--- src/sv/tamgt_pkg.sv ---
// Shared types, constants and helper functions for the two-axis max gap tracker.
package tamgt_pkg;

	localparam int LEN_W   = 11;
	localparam int POS_W   = 10;
	localparam int AREA_W  = 21;
	localparam int WORD_W  = 32;
	localparam int WIDX_W  = 6;
	localparam int CLR_W   = 12;

	localparam logic [LEN_W-1:0] MAX_LEN = 11'd1024;
	localparam logic [LEN_W-1:0] MIN_LEN = 11'd2;

	// axis codes (operation field)
	localparam logic AX_H = 1'b0;
	localparam logic AX_W = 1'b1;

	// register indexes
	localparam logic [1:0] REG_WIDTH  = 2'd0;
	localparam logic [1:0] REG_HEIGHT = 2'd1;

	// datapath operations
	localparam logic [3:0] OP_NOP     = 4'd0;
	localparam logic [3:0] OP_LOAD    = 4'd1;
	localparam logic [3:0] OP_CFG     = 4'd2;
	localparam logic [3:0] OP_CLR     = 4'd3;
	localparam logic [3:0] OP_MAP_RD  = 4'd4;
	localparam logic [3:0] OP_MAP_CHK = 4'd5;
	localparam logic [3:0] OP_LO_RD   = 4'd6;
	localparam logic [3:0] OP_LO_CHK  = 4'd7;
	localparam logic [3:0] OP_HI_RD   = 4'd8;
	localparam logic [3:0] OP_HI_CHK  = 4'd9;
	localparam logic [3:0] OP_CNT_RD  = 4'd10;
	localparam logic [3:0] OP_CNT_WR  = 4'd11;
	localparam logic [3:0] OP_SCAN    = 4'd12;
	localparam logic [3:0] OP_OUT     = 4'd13;

	typedef struct packed {
		logic [3:0] op;
	} cmd_t;

	typedef struct packed {
		logic bad;
		logic hit;
		logic lo_hit;
		logic hi_hit;
		logic any;
		logic hi_fnd;
		logic cnt_last;
		logic need_scan;
		logic scan_done;
		logic clr_done;
		logic out_free;
	} stat_t;

	function automatic logic [4:0] msb32(input logic [WORD_W-1:0] v);
		logic [4:0] r;
		r = 5'd0;
		for (int i = 0; i < WORD_W; i++) begin
			if (v[i]) r = 5'(i);
		end
		return r;
	endfunction

	function automatic logic [4:0] lsb32(input logic [WORD_W-1:0] v);
		logic [4:0] r;
		r = 5'd0;
		for (int i = WORD_W - 1; i >= 0; i--) begin
			if (v[i]) r = 5'(i);
		end
		return r;
	endfunction

	function automatic logic [LEN_W-1:0] clamp_len(input logic [LEN_W-1:0] v);
		logic [LEN_W-1:0] r;
		r = v;
		if (v < MIN_LEN) r = MIN_LEN;
		if (v > MAX_LEN) r = MAX_LEN;
		return r;
	endfunction

endpackage

--- src/sv/tamgt_ctrl.sv ---
// Controller state machine sequencing cuts, clearing sweeps and result hand-off.
module tamgt_ctrl (
	input  logic              clk,
	input  logic              arst_n,
	input  logic              s_valid,
	output logic              s_ready,
	input  logic              cfg_valid,
	output logic              cfg_ready,
	input  logic [1:0]        cfg_index,
	input  tamgt_pkg::stat_t  st,
	output tamgt_pkg::cmd_t   cmd
);

	localparam logic [3:0] S_CLR     = 4'd0;
	localparam logic [3:0] S_IDLE    = 4'd1;
	localparam logic [3:0] S_MAP_RD  = 4'd2;
	localparam logic [3:0] S_MAP_CHK = 4'd3;
	localparam logic [3:0] S_LO_RD   = 4'd4;
	localparam logic [3:0] S_LO_CHK  = 4'd5;
	localparam logic [3:0] S_HI_RD   = 4'd6;
	localparam logic [3:0] S_HI_CHK  = 4'd7;
	localparam logic [3:0] S_CNT_RD  = 4'd8;
	localparam logic [3:0] S_CNT_WR  = 4'd9;
	localparam logic [3:0] S_SCAN    = 4'd10;
	localparam logic [3:0] S_FIN     = 4'd11;

	logic [3:0] state_q, state_d;

	assign cfg_ready = (state_q == S_IDLE);
	assign s_ready   = (state_q == S_IDLE) && !cfg_valid;

	always_comb begin
		state_d = state_q;
		cmd.op  = tamgt_pkg::OP_NOP;
		case (state_q)
			S_CLR: begin
				cmd.op = tamgt_pkg::OP_CLR;
				if (st.clr_done) state_d = S_IDLE;
			end
			S_IDLE: begin
				if (cfg_valid) begin
					cmd.op = tamgt_pkg::OP_CFG;
					if (cfg_index == tamgt_pkg::REG_WIDTH || cfg_index == tamgt_pkg::REG_HEIGHT)
						state_d = S_CLR;
				end else if (s_valid) begin
					cmd.op  = tamgt_pkg::OP_LOAD;
					state_d = S_MAP_RD;
				end
			end
			S_MAP_RD: begin
				if (st.bad) begin
					state_d = S_FIN;
				end else begin
					cmd.op  = tamgt_pkg::OP_MAP_RD;
					state_d = S_MAP_CHK;
				end
			end
			S_MAP_CHK: begin
				cmd.op = tamgt_pkg::OP_MAP_CHK;
				if (st.hit)         state_d = S_FIN;
				else if (!st.lo_hit) state_d = S_LO_RD;
				else if (!st.hi_hit) state_d = S_HI_RD;
				else                 state_d = S_CNT_RD;
			end
			S_LO_RD: begin
				cmd.op  = tamgt_pkg::OP_LO_RD;
				state_d = S_LO_CHK;
			end
			S_LO_CHK: begin
				cmd.op = tamgt_pkg::OP_LO_CHK;
				if (!st.any)        state_d = S_LO_RD;
				else if (!st.hi_fnd) state_d = S_HI_RD;
				else                 state_d = S_CNT_RD;
			end
			S_HI_RD: begin
				cmd.op  = tamgt_pkg::OP_HI_RD;
				state_d = S_HI_CHK;
			end
			S_HI_CHK: begin
				cmd.op  = tamgt_pkg::OP_HI_CHK;
				state_d = st.any ? S_CNT_RD : S_HI_RD;
			end
			S_CNT_RD: begin
				cmd.op  = tamgt_pkg::OP_CNT_RD;
				state_d = S_CNT_WR;
			end
			S_CNT_WR: begin
				cmd.op = tamgt_pkg::OP_CNT_WR;
				if (!st.cnt_last)     state_d = S_CNT_RD;
				else if (st.need_scan) state_d = S_SCAN;
				else                   state_d = S_FIN;
			end
			S_SCAN: begin
				cmd.op = tamgt_pkg::OP_SCAN;
				if (st.scan_done) state_d = S_FIN;
			end
			S_FIN: begin
				if (st.out_free) begin
					cmd.op  = tamgt_pkg::OP_OUT;
					state_d = S_IDLE;
				end
			end
			default: state_d = S_IDLE;
		endcase
	end

	always_ff @(posedge clk or negedge arst_n) begin
		if (!arst_n) state_q <= S_CLR;
		else         state_q <= state_d;
	end

endmodule

--- config.mk ---
export PLATFORM = sky130hd
export DESIGN_NAME = tamgt_ctrl
export DESIGN_NICKNAME = d
export VERILOG_FILES = /design/src/sv/tamgt_pkg.sv /design/src/sv/tamgt_ctrl.sv
export SDC_FILE = /design/constraint.sdc
export NUM_CORES = 1
export LEC_CHECK = 0
export BUFFER_PORTS_ARGS = -buffer_cell sky130_fd_sc_hd__buf_4
export CAP_MARGIN = 20
export CORE_AREA = 3 3 40 42
export DETAILED_ROUTE_END_ITERATION = 16
export DIE_AREA = 0 0 43 45
export GPL_TIMING_DRIVEN = 1
export PLACE_DENSITY = 0.66
export SLEW_MARGIN = 25
export SYNTH_ARGS = -nofsm -noshare
export SYNTH_HDL_FRONTEND = slang
export SYNTH_SLANG_ARGS = --single-unit
export TNS_END_PERCENT = 5
--- constraint.sdc ---
create_clock -name clk -period 4 [get_ports clk]
set_clock_uncertainty 0.15 [all_clocks]
set_input_delay 1 -clock clk [delete_from_list [all_inputs] [get_ports clk]]
set_output_delay 1 -clock clk [all_outputs]
set_load 0.02 [all_outputs]
==> results of run 1 <==
[cells in the final DEF, fill, tap and decap left out, drive strengths merged, types with 3 or more instances in the layout]
master  instances
a21oi           8
buf            21
clkbuf          3
dfrtp           4
inv             3
nand2           5
nand2b          4
nor2            5
nor2b           3
nor3            5
nor4b           3
o21ai           6
or2b            3
[worst paths after layout]
check	cells after the start	end	start	slack, ns
hold reg to reg	1	state_q[0]	state_q[0]	0.63
setup reg to reg	4	state_q[3]	state_q[3]	2.02
setup / recovery	4	cmd[1]	cfg_valid	1.13
hold / removal	1	state_q[3]	arst_n	0.41
min in group clk	1	state_q[0]	state_q[0]	0.63
max in group asynchronous	1	state_q[2]	arst_n	3.20
[power breakdown]
group | switching [µW] | internal (µW)
logic | 184 | 182
registers | 80.0 | 60.5
clock network | 15.8 | 33.5
total | 280 | 276
[metal layers]
metal  share of wire [%]  wire length [µm]
met1                  43               602
met3                 6.5                90
met4                   0                 0
met5                   0                 0
met2                  50               700
[metrics by stage]
step / hold slack, ns / setup WS [ns] / power, µW / cells / cell area [µm²]
2_1_floorplan: 0.544 / 1.19 / 420 / 72 / 549
6_report: 0.405 / 1.13 / 556 / 106 / 701
3_5_place_dp: 0.636 / 1.13 / 511 / 103 / 678
4_1_cts: 0.403 / 1.13 / 562 / 106 / 701
3_3_place_gp: 0.632 / 1.13 / 507 / 103 / 678
5_1_grt: 0.400 / 1.05 / 605 / 106 / 701
[layout make-up]
type | count | area (µm²) | area share [%]
Multi-Input combinational cell | 60 | 390 | 55.7
Timing Repair Buffer | 21 | 158 | 22.5
Sequential cell | 4 | 100 | 14.3
Clock buffer | 3 | 22.5 | 3.21
Tap cell | 15 | 18.8 | 2.68
Inverter | 3 | 11.3 | 1.61
[logic make-up after synthesis]
logic type / count (synthesis) / synth area share (%)
AOI/OAI and AO/OA: 28 / 35.3
DFF: 4 / 18.2
and+or+nand+nor: 32 / 35.8
buffers and inverters: 8 / 10.7
==> metrics.yaml, run 1 <==
timing:
  min_period_ns: 2.87
  timing.final.hold_violations: 0
  worst_slew_margin_rel_pct: 59.1
  unrepaired_setup_endpoints_after_global_routing: "false"
  tightestPinTransition_ns: 0.613
  setup-tns-final_ns: 0
  clock.fmax_mhz: 349
  setup_viol: 0
  finalCritPeriodShare_pct: 71.7
  finalMaxSlewViolations: 0
grt:
  grt_util_met3_pct: 5.18
  global_route.usage.met1_pct: 16.5
  grt_pass1_vias: 514
  grt_pass1_wl_um: 2100
  antenna_violations_before_repair: 0
  met2_global_route_usage_pct: 26.3
  global_route.overflow_total: 0
  grt.busiest_layer: "met2"
  grt_usage_pct: 14.4
  grt_start_max_net_pins: 24
logic_synthesis:
  netlist_top_cells_area: "sky130_fd_sc_hd__dfrtp_1 (18%), sky130_fd_sc_hd__a21oi_1 (7.3%), sky130_fd_sc_hd__o21ai_0 (5.5%)"
  cell_area_after_technology_mapping_um2: 549
  synth_top_cell_area_share_pct: 18.2
  synth_enable_flop_cells: 0
  yosys_most_used_dff: "sky130_fd_sc_hd__dfrtp_1"
  yosysWarnings: 0
  yosys_register_bits: 4
  post_synthesis_net_count: 89
  synth-seq-area-share_pct: 18.2
  synth_cell_type_count: 34
  synth_cells: 72
  yosysMostFrequentCell: "sky130_fd_sc_hd__a21oi_1"
  synthArstFlopShare_pct: 100
  synth_area_per_cell_um2: 7.63
  netlist_top_cells_count: "sky130_fd_sc_hd__a21oi_1 (8), sky130_fd_sc_hd__o21ai_0 (6), sky130_fd_sc_hd__nand2_1 (5), sky130_fd_sc_hd__nor2_1 (5), sky130_fd_sc_hd__nor3_1 (5)"
  yosys.area.top_type: "sky130_fd_sc_hd__dfrtp_1"
floorplanning:
  initial_utilization_pct: 42.7
  die_h_um: 45
  ios: 23
  die_area_um2: 1940
  dieWidth_um: 43
  floorplan.core_area_um2: 1280
  num_rows: 13
route:
  drt_pre_antenna_iters: 4
  routedWlPerCell_um: 13.1
  detail_route.wirelength_um: 1390
  routed-via-count: 609
  route.detailed.drc: 0
  post_drt_via_cell_ratio: 5.75
  initial_drc_count: 5
  antenna_violating_nets_post_route: 0
clock_tree:
  cts_h_tree_lvls: 1
  cts.root.buffer_cell: "sky130_fd_sc_hd__clkbuf_4"
  number_of_buffers_added_for_setup_after_cts: 0
  cts_tree: "built"
  cts_hold_buffers: 0
  ctsResizeCount: 0
  clkTransAtPathRegs_ns: 0.04
  total_clock_buffers_created_by_cts: 3
  cts.path.max_buffers: 2
  clk_latency_ns: 0.23
  cts_sinks: 4
final_layout:
  drive_above_1_share_pct: 35.2
  biggestRegsByFlops: "state_q x4"
  max_reg_flops: 4
  registers.top_by_ff_count: "state_q"
  layout.nets: 110
  antenna-diode-count: 0
  layout-area-overhead-vs-synth_pct: 27.6
  fill_cells: 117
  postLayoutCoreUtil_pct: 54.5
power:
  power_leakage_uw: 0.000299
  powerDensity_nw_per_um2: 793
  worst_case_vdd_ir_drop_mv: 0.426
critical_path:
  critical_path.top_delay_family: "simple AND/OR/NAND/NOR gates"
  cp_common_cell: "sky130_fd_sc_hd__buf_4"
  worst_setup_path_end_kind: "primary output"
  crit_slowest_cell: "sky130_fd_sc_hd__or2_2"
  crit_path_max_fanout: 4
  cp_cell_sequence: "buf_4, or2_2, o21a_1, buf_4"
  timing.critical_path.required_ns: 2.85
  timing.critical_path.arrival_ns: 1.72
  timing.critical_path.buf_inv: 2
  setup.worst_path.start_class: "input port"
  critical_path.max_stage_delay_ns: 0.28
  path_class: "in2out"
place:
  dp.final_hpwl_um: 1050
  place.gp.congestion: 0.768
  io_buffers: 21
outcome:
  outcome: "finished clean"
flow_run:
  maxCapViolations: 0
worst_hold_path:
  holdCritPathClass: "in2async"
(Power assumes the default switching activity.)
==> inputs of run 2 (changes only) <==
==> constraint.sdc (replaced) <==
create_clock -name clk -period 2.8 [get_ports clk]
set_clock_uncertainty 0.15 [all_clocks]
set_input_delay 0.7 -clock clk [delete_from_list [all_inputs] [get_ports clk]]
set_output_delay 0.7 -clock clk [all_outputs]
set_load 0.02 [all_outputs]
==> metrics.yaml, run 2 (synthesis gave the netlist of run 1 again) <==
grt:
  global_route.overflow_total: 0
  antenna_violations_before_repair: 0
  grt_start_max_net_pins: 16
  grt_pass1_vias: 602
  grt_pass1_wl_um: 2370
  grt_usage_pct: 15.7
critical_path:
  worst_r2r_startpoint: "state_q[3]"
  ff2ff_path_depth: 4
  rrSetupSlack_ns: 0.92
  cp_endpoint: "cmd[0]"
  crit_start: "state_q[2]"
  worst_setup_path_end_kind: "primary output"
  reg2reg_to: "state_q[0]"
  timing.critical_path.required_ns: 1.95
  path_class: "reg2out"
  crit_path_max_fanout: 15
  timing.critical_path.arrival_ns: 1.64
  setup.worst_path.start_class: "register"
place:
  io_buffers: 21
  place.gp.congestion: 0.783
  dp.final_hpwl_um: 1080
  minimum_setup_slack_after_placement_ns: 0.531
timing:
  tightestPinTransition_ns: 0.494
  fin_worst_hold_slack_ns: 0.0953
  fin_ws_ns: 0.314
  timing.final.hold_violations: 0
  unrepaired_setup_endpoints_after_global_routing: "false"
  finalMaxSlewViolations: 0
  min_period_ns: 2.49
  setup_viol: 0
  setup-tns-final_ns: 0
  finalCritPeriodShare_pct: 88.8
  worst_slew_margin_rel_pct: 67.0
  clock.fmax_mhz: 402
route:
  wl_met1_um: 637
  routed-via-count: 611
  post_drt_via_cell_ratio: 5.71
  route.detailed.drc: 0
  initial_drc_count: 9
  drt_pre_antenna_iters: 4
  route.met3.wl_um: 81
  antenna_violating_nets_post_route: 0
  top_layer: "met3"
  detailed_routed_wire_length_on_met2_um: 719
  detail_route.wirelength_um: 1440
  routedWlPerCell_um: 13.4
outcome:
  outcome: "finished clean"
power:
  power_leakage_uw: 0.000304
  worst_case_vdd_ir_drop_mv: 0.685
  powerDensity_nw_per_um2: 1150
final_layout:
  mostFrequentLayoutCell: "sky130_fd_sc_hd__buf_4"
  max_reg_flops: 4
  biggestRegsByFlops: "state_q x4"
  mostFrequentLayoutCells: "sky130_fd_sc_hd__buf_4 (22), sky130_fd_sc_hd__a21oi_1 (8), sky130_fd_sc_hd__o21ai_0 (6)"
  fill_cells: 133
  layout.nets: 111
  antenna-diode-count: 0
  drive_above_1_share_pct: 35.9
  registers.top_by_ff_count: "state_q"
  layout-area-overhead-vs-synth_pct: 28.9
clock_tree:
  number_of_buffers_added_for_setup_after_cts: 0
  total_clock_buffers_created_by_cts: 3
  cts_hold_buffers: 0
  cts.path.max_buffers: 2
  clk_latency_ns: 0.24
  ctsResizeCount: 0
  cts_sinks: 4
  cts_h_tree_lvls: 1
  clkTransAtPathRegs_ns: 0.04
  cts_tree: "built"
  cts.root.buffer_cell: "sky130_fd_sc_hd__clkbuf_4"
floorplanning:
  num_rows: 13
  ios: 23
  dieWidth_um: 43
  floorplan.core_area_um2: 1280
  initial_utilization_pct: 42.7
  die_h_um: 45
  die_area_um2: 1940
flow_run:
  maxCapViolations: 0
worst_hold_path:
  holdCritPathClass: "in2async"
[run 2: cell count changes in the layout (fill, tap and decap cells not counted)]
| cell | change |
|---|---|
| sky130_fd_sc_hd__buf_4 | +1 |
[run 2: critical path: stages (launching register included)]
cell	delay (ns)
sky130_fd_sc_hd__dfrtp_1	0.64
sky130_fd_sc_hd__inv_1	0.22
sky130_fd_sc_hd__a21oi_1	0.17
sky130_fd_sc_hd__o22a_1	0.16
sky130_fd_sc_hd__a21oi_1	0.04
sky130_fd_sc_hd__buf_4	0.17
[run 2: layer usage]
metal	vias to the layer above	track usage, %
li1	310	-
met1	281	19.4
met2	20	27.5
met3	0	3.59
met4	0	4.22
met5	-	0
[run 2: worst min path at each step]
stage / startpoint / endpoint / depth (start not counted)
2_1_floorplan: arst_n / state_q[0] / 0
3_3_place_gp: arst_n / state_q[2] / 1
3_5_place_dp: arst_n / state_q[2] / 1
4_1_cts: arst_n / state_q[3] / 1
5_1_grt: arst_n / state_q[1] / 1
6_report: arst_n / state_q[3] / 1
[run 2: where the power goes]
group / internal [µW] / leakage, µW / switching [µW]
Combinational: 269 / 0.000241 / 278
Clock: 48.1 / 0.0000138 / 25.4
Sequential: 86.6 / 0.0000489 / 106
Total: 404 / 0.000304 / 409
[run 2: layout make-up]
cell class                 count  area [µm²]  share of cell area, %
timing repair buffer          22         165                   23.3
clock buffer                   3        22.5                   3.18
sequential                     4         100                   14.1
inverter                       3        11.3                   1.59
tap                           15        18.8                   2.65
multi-input combinational     60         390                   55.1
[run 2: metrics by stage]
step	instances	util (%)	cell area (µm²)	power, µW
global placement	104	53.4	686	735
finish	107	55.1	708	813
global route	107	55.1	708	880
detailed placement	104	53.4	686	740
CTS	107	55.1	708	816
floorplan	72	-	549	600
==> inputs of run 3 (changes only) <==
==> constraint.sdc (replaced) <==
create_clock -name clk -period 2.8 [get_ports clk]
set_clock_uncertainty 0.15 [all_clocks]
set_input_delay 0.7 -clock clk [delete_from_list [all_inputs] [get_ports clk]]
set_output_delay 0.7 -clock clk [all_outputs]
set_load 0.05 [all_outputs]
==> metrics.yaml, run 3 (synthesis gave the netlist of run 1 again) <==
clock_tree:
  cts.path.max_buffers: 2
  ctsResizeCount: 0
  cts_h_tree_lvls: 1
  cts_tree: "built"
  cts_hold_buffers: 0
  clk_latency_ns: 0.24
  cts_sinks: 4
  total_clock_buffers_created_by_cts: 3
  number_of_buffers_added_for_setup_after_cts: 0
  cts.root.buffer_cell: "sky130_fd_sc_hd__clkbuf_4"
  clkTransAtPathRegs_ns: 0.04
final_layout:
  final-seq-area_um2: 100
  layout.nets: 112
  antenna-diode-count: 0
  multi_input_area_um2: 405
  drive_above_1_share_pct: 37.6
  stdcell_count: 108
  fill_cells: 135
  mostFrequentLayoutCell: "sky130_fd_sc_hd__buf_4"
  max_reg_flops: 4
  layout-area-overhead-vs-synth_pct: 33.0
  final_design_area_no_fill_um2: 731
  biggestRegsByFlops: "state_q x4"
  mostFrequentLayoutCells: "sky130_fd_sc_hd__buf_4 (23), sky130_fd_sc_hd__a21oi_1 (8), sky130_fd_sc_hd__o21ai_0 (6)"
  registers.top_by_ff_count: "state_q"
route:
  routedWlPerCell_um: 13.5
  routed-via-count: 632
  route.detailed.drc: 0
  drt_pre_antenna_iters: 4
  detail_route.wirelength_um: 1450
  initial_drc_count: 5
  antenna_violating_nets_post_route: 0
  post_drt_via_cell_ratio: 5.85
power:
  powerDensity_nw_per_um2: 1350
  power.total_uw: 986
  power_switching_uw: 561
  power.internal_uw: 425
  worst_case_vdd_ir_drop_mv: 0.638
  p_sw_share_pct: 56.9
  power_frac_comb_pct: 73.2
  sequentialPowerShare_pct: 19.5
  power_leakage_uw: 0.000318
  share_clk_of_total_power_pct: 7.3
critical_path:
  timing.critical_path.arrival_ns: 1.62
  setup.worst_path.start_class: "register"
  path_class: "reg2out"
  timing.critical_path.required_ns: 1.95
  rrSetupSlack_ns: 0.90
  worst_setup_path_end_kind: "primary output"
  crit_path_max_fanout: 13
grt:
  grt_usage_pct: 16.8
  grt_start_max_net_pins: 16
  antenna_violations_before_repair: 0
  grt_pass1_vias: 573
  global_route.overflow_total: 0
  grt_pass1_wl_um: 2460
timing:
  min_period_ns: 2.47
  finalCritPeriodShare_pct: 88.3
  setup_viol: 0
  tightestPinTransition_ns: 0.477
  worst_slew_margin_rel_pct: 68.2
  unrepaired_setup_endpoints_after_global_routing: "false"
  clock.fmax_mhz: 405
  finalMaxSlewViolations: 0
  timing.final.hold_violations: 0
floorplanning:
  initial_utilization_pct: 42.7
  dieWidth_um: 43
  die_h_um: 45
  die_area_um2: 1940
  floorplan.core_area_um2: 1280
  ios: 23
  num_rows: 13
place:
  io_buffers: 21
  place.gp.congestion: 0.789
  dp.final_hpwl_um: 1130
  placed_cell_area_um2: 708
  post-place-cells: 105
outcome:
  outcome: "finished clean"
worst_hold_path:
  holdCritPathClass: "in2async"
flow_run:
  maxCapViolations: 0
[run 3: cell count changes in the layout (fill, tap and decap cells not counted)]
cell / before / now
sky130_fd_sc_hd__a221oi_1: 1 / 0
sky130_fd_sc_hd__buf_4: 22 / 23
sky130_fd_sc_hd__nor4b_4: 0 / 1
sky130_fd_sc_hd__nor4b_2: 1 / 0
sky130_fd_sc_hd__a221oi_2: 0 / 1
[run 3: area by class of cell]
type,instances,share of cell area [%]
Clock buffer,3,3.08
Inverter,3,1.54
Multi-Input combinational cell,60,55.5
Sequential cell,4,13.7
Tap cell,15,2.57
Timing Repair Buffer,23,23.6
[run 3: through the flow]
step / setup TNS [ns] / util [%] / setup WS (ns) / hold slack, ns
floorplan: -0.0722 / - / -0.0657 / 0.254
global placement: 0 / 55.1 / 0.498 / 0.345
detailed placement: 0 / 55.1 / 0.489 / 0.347
CTS: 0 / 56.9 / 0.333 / 0.0903
global route: 0 / 56.9 / 0.230 / 0.0801
finish: 0 / 56.9 / 0.328 / 0.0957
[run 3: final timing paths]
| check | start | to | depth (start not counted) |
|---|---|---|---|
| min reg2reg | state_q[0] | state_q[0] | 1 |
| max in group asynchronous | arst_n | state_q[2] | 1 |
| min | arst_n | state_q[1] | 1 |
| max reg2reg | state_q[3] | state_q[3] | 4 |
| min in group clk | state_q[0] | state_q[0] | 1 |
| max | state_q[1] | cmd[3] | 4 |
[run 3: power groups by stage]
stage	logic (µW)	registers, µW	clock network, µW
finish	722	192	72.1
global route	784	198	81.9
CTS	728	190	75.6
detailed placement	725	191	0
global placement	717	192	0
floorplan	636	125	0
[run 3: worst max-delay path, cell delays in order, from the launching register on]
cell and delay (ns):
sky130_fd_sc_hd__dfrtp_1 0.63, sky130_fd_sc_hd__nand2_1 0.24, sky130_fd_sc_hd__o211ai_1 0.21, sky130_fd_sc_hd__o31ai_1 0.10, sky130_fd_sc_hd__buf_4 0.21
[run 3: metal layers]
metal / vias up / track usage (%) / share of wire, %
met4: 0 / 3.61 / 0
li1: 313 / - / -
met5: - / 0 / 0
met3: 0 / 4.78 / 7.3
met2: 22 / 29.6 / 50
met1: 297 / 20.4 / 42
